File: config.mk
export PLATFORM = sky130hd
export DESIGN_NAME = force_resistor_adc_to_force_unit
export DESIGN_NICKNAME = d
export VERILOG_FILES = /design/src/hdl/fral_pkg.sv /design/src/hdl/fral_div.sv /design/src/hdl/fral_force.sv /design/src/hdl/force_resistor_adc_to_force_unit.sv
export SDC_FILE = /design/constraint.sdc
export NUM_CORES = 2
export LEC_CHECK = 0
export BUFFER_PORTS_ARGS = -buffer_cell sky130_fd_sc_hd__buf_4
export CAP_MARGIN = 20
export CORE_ASPECT_RATIO = 0.9
export CORE_MARGIN = 2
export CORE_UTILIZATION = 50
export DETAILED_ROUTE_END_ITERATION = 7
export PLACE_DENSITY = 0.68
export SYNTH_ARGS = -nofsm -noshare
export SYNTH_HDL_FRONTEND = slang
export SYNTH_SLANG_ARGS = --single-unit
export TNS_END_PERCENT = 10
File: constraint.sdc
create_clock -name clk -period 9.05 [get_ports clk]
set_input_delay 0 -clock clk [delete_from_list [all_inputs] [get_ports clk]]
set_output_delay 0 -clock clk [all_outputs]
set_load 0.01 [all_outputs]
File: src/hdl/fral_pkg.sv
// Shared types and constants for the force resistor linearizer.
// Holds the piecewise-linear fit table and the millinewton scaling.
// No dependencies.
package fral_pkg;

  localparam int V_W      = 13;
  localparam int R_W      = 16;
  localparam int NUM_W    = 32;
  localparam int FORCE_W  = 18;
  localparam int REF_MV   = 5000;

  localparam int DIV_BITS_PER_STAGE = 2;
  localparam int DIV_STAGES         = R_W / DIV_BITS_PER_STAGE;
  localparam int FORCE_STAGES       = 6;

  localparam int SEG_N     = 10;
  localparam int SEG_IDX_W = 4;
  localparam int SLOPE_W   = 22;
  localparam int ICPT_W    = 31;
  localparam int PROD_W    = SLOPE_W + R_W;

  localparam int MN_NUM      = 981;
  localparam int MN_DIV      = 100;
  localparam int MN_FRAC     = 16;
  localparam int MN_Y_W      = ICPT_W + 10;
  localparam int MN_T_W      = MN_Y_W - MN_FRAC;
  localparam int RECIP_SHIFT = 32;
  localparam int RECIP_W     = 26;
  localparam logic [RECIP_W-1:0] RECIP100 = RECIP_W'((64'd1 << RECIP_SHIFT) / MN_DIV);
  localparam int MN_Q_W      = MN_T_W + RECIP_W - RECIP_SHIFT;

  localparam logic [R_W-1:0] SEG_ABOVE [0:SEG_N-1] = '{
    16'd30000, 16'd10000, 16'd6000, 16'd3300, 16'd2000,
    16'd1100, 16'd750, 16'd450, 16'd300, 16'd0
  };

  localparam logic [SLOPE_W-1:0] SEG_SLOPE [0:SEG_N-1] = '{
    22'd7, 22'd98, 22'd819, 22'd3401, 22'd13107,
    22'd36411, 22'd187243, 22'd436909, 22'd1310720, 22'd2808683
  };

  localparam logic [ICPT_W-1:0] SEG_ICPT [0:SEG_N-1] = '{
    31'd1507328, 31'd4259840, 31'd11468800, 31'd26942577, 31'd58982400,
    31'd105585770, 31'd271506276, 31'd458752000, 31'd851968000, 31'd1301357527
  };

  typedef struct packed {
    logic [V_W-1:0] v;
    logic           open_ckt;
  } fral_meta_t;

endpackage

File: src/hdl/fral_div.sv
// Pipelined restoring divider giving a saturated 16-bit resistance quotient.
// Retires two quotient bits per stage; depends on fral_pkg.
module fral_div
  import fral_pkg::*;
(
  input  logic             clk,
  input  logic             rst,
  input  logic             in_vld,
  input  logic [NUM_W-1:0] num,
  input  logic [V_W-1:0]   den,
  input  fral_meta_t       in_meta,
  output logic             out_vld,
  output logic [R_W-1:0]   quot,
  output fral_meta_t       out_meta
);

  logic             vld_r  [0:DIV_STAGES-1];
  logic [NUM_W-1:0] rem_r  [0:DIV_STAGES-1];
  logic [V_W-1:0]   den_r  [0:DIV_STAGES-1];
  logic [R_W-1:0]   quo_r  [0:DIV_STAGES-1];
  logic             ovf_r  [0:DIV_STAGES-1];
  fral_meta_t       meta_r [0:DIV_STAGES-1];

  for (genvar k = 0; k < DIV_STAGES; k++) begin : g_stage
    logic             vld_in;
    logic [NUM_W-1:0] rem_in;
    logic [V_W-1:0]   den_in;
    logic [R_W-1:0]   quo_in;
    logic             ovf_in;
    fral_meta_t       meta_in;
    logic [NUM_W-1:0] rem_w;
    logic [NUM_W-1:0] sub_w;
    logic [R_W-1:0]   quo_w;

    if (k == 0) begin : g_first
      assign vld_in  = in_vld;
      assign rem_in  = num;
      assign den_in  = den;
      assign quo_in  = '0;
      assign ovf_in  = num >= (NUM_W'(den) << R_W);
      assign meta_in = in_meta;
    end else begin : g_next
      assign vld_in  = vld_r[k-1];
      assign rem_in  = rem_r[k-1];
      assign den_in  = den_r[k-1];
      assign quo_in  = quo_r[k-1];
      assign ovf_in  = ovf_r[k-1];
      assign meta_in = meta_r[k-1];
    end

    always_comb begin
      rem_w = rem_in;
      quo_w = quo_in;
      sub_w = '0;
      for (int j = 0; j < DIV_BITS_PER_STAGE; j++) begin
        sub_w = NUM_W'(den_in) << (R_W - 1 - k * DIV_BITS_PER_STAGE - j);
        if (rem_w >= sub_w) begin
          rem_w = rem_w - sub_w;
          quo_w[R_W - 1 - k * DIV_BITS_PER_STAGE - j] = 1'b1;
        end
      end
    end

    always_ff @(posedge clk) begin
      if (rst) begin
        vld_r[k] <= 1'b0;
      end else begin
        vld_r[k] <= vld_in;
      end
      rem_r[k]  <= rem_w;
      den_r[k]  <= den_in;
      quo_r[k]  <= quo_w;
      ovf_r[k]  <= ovf_in;
      meta_r[k] <= meta_in;
    end
  end

  assign out_vld  = vld_r[DIV_STAGES-1];
  assign quot     = ovf_r[DIV_STAGES-1] ? '1 : quo_r[DIV_STAGES-1];
  assign out_meta = meta_r[DIV_STAGES-1];

endmodule

File: src/hdl/fral_force.sv
// Force pipeline: segment lookup, fit evaluation and millinewton scaling.
// Six register stages; depends on fral_pkg for the fit table.
module fral_force
  import fral_pkg::*;
(
  input  logic               clk,
  input  logic               rst,
  input  logic               in_vld,
  input  logic [R_W-1:0]     res,
  input  fral_meta_t         in_meta,
  output logic               out_vld,
  output logic [R_W-1:0]     out_res,
  output fral_meta_t         out_meta,
  output logic [FORCE_W-1:0] force_mn
);

  logic [FORCE_STAGES-1:0] vld;
  fral_meta_t              meta [0:FORCE_STAGES-1];
  logic [R_W-1:0]          rr   [0:FORCE_STAGES-1];

  logic [SEG_IDX_W-1:0] seg;
  logic [SLOPE_W-1:0]   a1;
  logic [ICPT_W-1:0]    b1;
  logic [PROD_W-1:0]    prod2;
  logic [ICPT_W-1:0]    b2;
  logic [ICPT_W-1:0]    g3;
  logic [MN_T_W-1:0]    t4;
  logic [MN_Y_W-1:0]    y_w;
  logic [MN_T_W+RECIP_W-1:0] p5;
  logic [MN_T_W-1:0]    t5;
  logic [MN_Q_W-1:0]    q0_w;
  logic [MN_T_W-1:0]    rem_w;
  logic [MN_Q_W-1:0]    q_w;
  logic [FORCE_W-1:0]   force_w;

  always_comb begin
    seg = SEG_IDX_W'(SEG_N - 1);
    for (int i = SEG_N - 2; i >= 0; i--) begin
      if (res > SEG_ABOVE[i]) begin
        seg = SEG_IDX_W'(i);
      end
    end
  end

  assign y_w   = MN_Y_W'(g3) * MN_Y_W'(MN_NUM);
  assign q0_w  = p5[MN_T_W+RECIP_W-1:RECIP_SHIFT];
  assign rem_w = t5 - MN_T_W'(MN_T_W'(q0_w) * MN_T_W'(MN_DIV));
  assign q_w   = (rem_w >= MN_T_W'(MN_DIV)) ? q0_w + 1'b1 : q0_w;
  assign force_w = (q_w > MN_Q_W'({FORCE_W{1'b1}})) ? '1 : q_w[FORCE_W-1:0];

  always_ff @(posedge clk) begin
    if (rst) begin
      vld <= '0;
    end else begin
      vld <= {vld[FORCE_STAGES-2:0], in_vld};
    end
    meta[0] <= in_meta;
    rr[0]   <= res;
    for (int s = 1; s < FORCE_STAGES; s++) begin
      meta[s] <= meta[s-1];
      rr[s]   <= rr[s-1];
    end
    a1    <= SEG_SLOPE[seg];
    b1    <= SEG_ICPT[seg];
    prod2 <= PROD_W'(a1) * PROD_W'(rr[0]);
    b2    <= b1;
    g3    <= (prod2 >= PROD_W'(b2)) ? '0 : ICPT_W'(PROD_W'(b2) - prod2);
    t4    <= y_w[MN_Y_W-1:MN_FRAC];
    p5    <= (MN_T_W+RECIP_W)'(t4) * (MN_T_W+RECIP_W)'(RECIP100);
    t5    <= t4;
    force_mn <= force_w;
  end

  assign out_vld  = vld[FORCE_STAGES-1];
  assign out_meta = meta[FORCE_STAGES-1];
  assign out_res  = rr[FORCE_STAGES-1];

endmodule

File: src/hdl/force_resistor_adc_to_force_unit.sv
// Top level of the force resistor linearizer: sample scaling, divider
// numerator, then the fral_div and fral_force pipelines; uses fral_pkg.
//
//   channel   signals                                  direction
//   request   start, busy, adc_code                    in (busy out)
//   config    cfg_valid, cfg_ready, cfg_index, cfg_data in (cfg_ready out)
//   result    done, voltage_mv, resistance_ohm,        out
//             open_circuit, force_mn
//
// A request is taken every cycle; busy stays low.
// Each result passes four front stages, eight divider stages of two
// quotient bits each and six force stages.
// The result strobe done lasts one cycle; the pipeline never stalls.
// Reset clears all valid bits and loads supply 5000 mV, pull-down 1500 ohm.
module force_resistor_adc_to_force_unit
  import fral_pkg::*;
#(
  parameter int ADC_BITS = 10
) (
  input  logic                clk,
  input  logic                rst,
  input  logic                start,
  output logic                busy,
  input  logic [ADC_BITS-1:0] adc_code,
  input  logic                cfg_valid,
  output logic                cfg_ready,
  input  logic [1:0]          cfg_index,
  input  logic [15:0]         cfg_data,
  output logic                done,
  output logic [V_W-1:0]      voltage_mv,
  output logic [R_W-1:0]      resistance_ohm,
  output logic                open_circuit,
  output logic [FORCE_W-1:0]  force_mn
);

  localparam logic [1:0] REG_SUPPLY   = 2'd0;
  localparam logic [1:0] REG_PULLDOWN = 2'd1;

  localparam int X_W     = ADC_BITS + V_W;
  localparam int M_W     = V_W + 1;
  localparam int P_W     = X_W + M_W;
  localparam logic [X_W-1:0] FULL = X_W'((64'd1 << ADC_BITS) - 64'd1);
  localparam logic [M_W-1:0] RECIP_V = M_W'((64'd1 << X_W) / ((64'd1 << ADC_BITS) - 64'd1));
  localparam int LATENCY = 4 + DIV_STAGES + FORCE_STAGES;

  logic [15:0] supply_mv;
  logic [15:0] pulldown_ohm;

  logic             vld1, vld2, vld3, vld4;
  logic [X_W-1:0]   x1, x2;
  logic [P_W-1:0]   p2;
  logic [V_W-1:0]   v3, v4;
  logic [NUM_W-1:0] num4;
  logic             open4;

  logic [V_W-1:0]   q0_w;
  logic [X_W-1:0]   rem_w;

  logic             div_vld;
  logic [R_W-1:0]   div_quot;
  fral_meta_t       div_meta;
  fral_meta_t       meta4;
  logic [R_W-1:0]   res_w;
  fral_meta_t       out_meta;

  assign busy      = 1'b0;
  assign cfg_ready = 1'b1;

  always_ff @(posedge clk) begin
    if (rst) begin
      supply_mv    <= 16'd5000;
      pulldown_ohm <= 16'd1500;
    end else if (cfg_valid && cfg_ready) begin
      case (cfg_index)
        REG_SUPPLY:   supply_mv    <= cfg_data;
        REG_PULLDOWN: pulldown_ohm <= cfg_data;
        default: ;
      endcase
    end
  end

  assign q0_w  = p2[X_W+V_W-1:X_W];
  assign rem_w = x2 - (X_W'(q0_w) << ADC_BITS) + X_W'(q0_w);

  always_ff @(posedge clk) begin
    if (rst) begin
      vld1 <= 1'b0;
      vld2 <= 1'b0;
      vld3 <= 1'b0;
      vld4 <= 1'b0;
    end else begin
      vld1 <= start && !busy;
      vld2 <= vld1;
      vld3 <= vld2;
      vld4 <= vld3;
    end
    x1    <= X_W'(adc_code) * X_W'(REF_MV);
    p2    <= P_W'(x1) * P_W'(RECIP_V);
    x2    <= x1;
    v3    <= (rem_w >= FULL) ? q0_w + 1'b1 : q0_w;
    v4    <= v3;
    open4 <= (v3 == '0);
    num4  <= (supply_mv <= 16'(v3)) ? '0
           : NUM_W'(pulldown_ohm) * NUM_W'(supply_mv - 16'(v3));
  end

  assign meta4.v        = v4;
  assign meta4.open_ckt = open4;

  fral_div u_div (
    .clk      (clk),
    .rst      (rst),
    .in_vld   (vld4),
    .num      (num4),
    .den      (v4),
    .in_meta  (meta4),
    .out_vld  (div_vld),
    .quot     (div_quot),
    .out_meta (div_meta)
  );

  assign res_w = div_meta.open_ckt ? '1 : div_quot;

  fral_force u_force (
    .clk      (clk),
    .rst      (rst),
    .in_vld   (div_vld),
    .res      (res_w),
    .in_meta  (div_meta),
    .out_vld  (done),
    .out_res  (resistance_ohm),
    .out_meta (out_meta),
    .force_mn (force_mn)
  );

  assign voltage_mv   = out_meta.v;
  assign open_circuit = out_meta.open_ckt;

`ifndef ASSERT_OFF
  a_open_flag: assert property (@(posedge clk) disable iff (rst)
    done |-> (open_circuit == (voltage_mv == '0)))
    else $error("open flag disagrees with zero voltage");

  a_open_res: assert property (@(posedge clk) disable iff (rst)
    done && open_circuit |-> resistance_ohm == '1)
    else $error("open circuit without full-scale resistance");

  a_volt_range: assert property (@(posedge clk) disable iff (rst)
    done |-> voltage_mv <= V_W'(REF_MV))
    else $error("voltage above reference");

  a_latency: assert property (@(posedge clk) disable iff (rst)
    start && !busy |-> ##LATENCY done)
    else $error("result missing after pipeline latency");
`endif

endmodule
==> results.cfg <==
[run_status]
status = complete, no violations

[critical_path]
crit_path_top_delay_cell = fa_1
cp.arrival_ns = 9.37
cp_common_cell = fa_1
rr_worst_depth = 37
crit_path_max_fanout = 8
cp-start-kind = flip-flop
critPathMaxStageDelay_ns = 0.55
crit_path_end_kind = flip-flop
required_ns = 9.65
crit_type = reg2reg

[clock_tree]
cts_buffers = 103
htree_levels = 3
insertion_delay_ns = 0.73
clock-root-buffer = clkbuf_16
clk_pin_slew_ns = 0.06
clock-sinks = 971
cts_tree = yes
ctsLongestPathBuffers = 3

[sta]
hold_ws_ns = 0.0512
hold_viol_final = 0
min_period_ns = 8.77
setup_slack_ns = 0.280
skew_ns = 0.0691
maxSlewHeadroom = 0.215
finalCritPeriodShare = 0.969
clock.fmax_ghz = 0.114
finalMaxSlewViolations = 0
max_slew.worst_pin.slew_ns = 1.18
setup_violations = 0

[drt]
vias_per_cell = 5.43
drc = 0
finalWirelength_mm = 190
ant_nets = 0
initialDrtViolationCount = 3357
drtPass1Iterations = 6
wire_per_inst_um = 17.2
via_count = 59800

[synthesis]
seq_area_frac_synth = 0.238
ys_types = 109
syn_area_um2 = 81700
synthFlopType = dfxtp_1
synth_seq_cells = 971
synth_cells = 8628
synth_nets = 10700
avgSynthCellArea_um2 = 9.47
yosys_warnings = 0
async_flop_share = 0
synth_edf_count = 0

[placed_design]
placed_area_um2 = 84900
place_ws_ns = -0.0135
place_congestion = 0.907
dp_cells = 10700
dpl.hpwl_mm = 153
port_buffers = 80

[floorplan]
coreArea_um2 = 162000
io_pins = 83
die_width_um = 430
die_h_um = 387
die-area_um2 = 167000
row_count = 140
start_util = 0.504

[grt]
grt-ovfl-total = 0
grt_max_degree = 51
grt_pass1_vias = 61200
grt_antenna_before_repair = 3
grt_first_pass_wirelength_mm = 314
grt_usage = 0.230

[finish]
stdcell_count = 11000
final_area_um2 = 89500
drive_above_1_share = 0.0584
layout_commonest_cell = inv_1
layout_common_cells = inv_1, ha_1, dfxtp_1
syn_to_final_growth_pct = 9.51
nNetsFinal = 10800

[hold_path]
hold_class = in2reg
whs_path_depth = 2

[run]
maxCapViolations = 0
[logic make-up (layout without fill, tap and decap cells)]
group | count (synthesis) | count (layout) | synth area share
DFF | 971 | 971 | 0.238
buffers and inverters | 1462 | 1714 | 0.0674
adders and majority gates | 2006 | 2006 | 0.387
xor gates and xnor gates | 465 | 465 | 0.0499
AOI/OAI and AO/OA | 1344 | 1344 | 0.106
and+or+nand+nor | 2296 | 2296 | 0.141
other | 2 | 7 | 0.0000919
muxes | 82 | 82 | 0.0110
[repair_timing]
| item | in CTS | in global routing |
|---|---|---|
| hold buffers | 66 | 0 |
| setup buffers | 0 | 7 |
| setup endpoints to repair | 2 | 7 |
| gates resized for setup | 1 | 25 |
| endpoints found under the hold margin | 63 | 0 |
| pin swaps | 0 | 15 |
[flip-flops by register name (all words and copies together), names as in the netlist, 23 cells and up]
register	count
u_div.den_r	104
u_force.meta	84
u_force.t5	23
u_force.t4	25
u_div.quo_r	72
num4	32
u_force.g3	31
u_force.rr	96
u_force.prod2	38
u_div.rem_r	224
[synthesized netlist by cell type (54+ instances only)]
master / instances / area share
xor2_1: 137 / 0.015
dfxtp_1: 971 / 0.24
and2_1: 241 / 0.018
nand2b_1: 95 / 0.0073
nor2b_1: 152 / 0.012
nand4_1: 72 / 0.0055
a21o_1: 143 / 0.013
inv_1: 1289 / 0.059
o21ai_0: 315 / 0.019
mux2_2: 56 / 0.0077
nor4_1: 54 / 0.0041
ha_1: 1138 / 0.17
nand2_1: 736 / 0.034
o21a_1: 62 / 0.0057
nor2_1: 417 / 0.019
xnor2_1: 327 / 0.035
clkbuf_1: 152 / 0.0070
nor3_1: 134 / 0.0082
fa_1: 868 / 0.21
nand3_1: 105 / 0.0064
or3_1: 58 / 0.0044
a21oi_1: 394 / 0.024
[final timing paths]
check | slack (ns) | start | endpoint
setup / recovery | 0.28 | v3[1]$_DFF_P_ | num4[31]$_SDFF_PP0_
hold / removal | 0.05 | adc_code[1] | x1[4]$_DFF_P_
setup reg to reg | 0.28 | v3[1]$_DFF_P_ | num4[31]$_SDFF_PP0_
hold reg to reg | 0.30 | u_div.rem_r[0][0]$_DFF_P_ | u_div.rem_r[0][32]$_DFF_P_
[stage by stage]
step,utilization,setup TNS [ns]
after global placement,0.524,0
after global routing,0.552,-0.0904
after CTS,0.551,0
after detailed placement,0.524,-0.0135
after floorplan,-,0
final,0.552,0
[critical path, delay by kind of cell (launching register included)]
family / cells / cell delay (ns)
xor gates and xnor gates: 2 / 0.30
buffers and inverters: 7 / 0.63
and+or+nand+nor: 6 / 0.95
adders and majority gates: 8 / 3.63
AOI/OAI and AO/OA: 14 / 2.81
DFF: 1 / 0.32
[routing by layer]
metal | vias up | routed length (um) | GRT usage
met2 | 1376 | 92100 | 0.397
met4 | 0 | 5940 | 0.0682
met1 | 29100 | 83800 | 0.302
met5 | - | 0 | 0
li1 | 28900 | - | -
met3 | 345 | 8230 | 0.0250
[layout make-up]
| cell class | count | area [um^2] |
|---|---|---|
| clock buffers | 135 | 2940 |
| multi-input cells | 6195 | 56900 |
| flip-flops and latches | 971 | 19400 |
| well taps | 2130 | 2670 |
| inverters | 1293 | 4850 |
| diodes | 5 | 12.5 |
| repair buffers | 229 | 1900 |
| fillers | 14200 | 72600 |
| clock inverters | 57 | 752 |
Power is not shown: default switching activity piles up to over one toggle a cycle in this logic, so the estimate is an artifact.
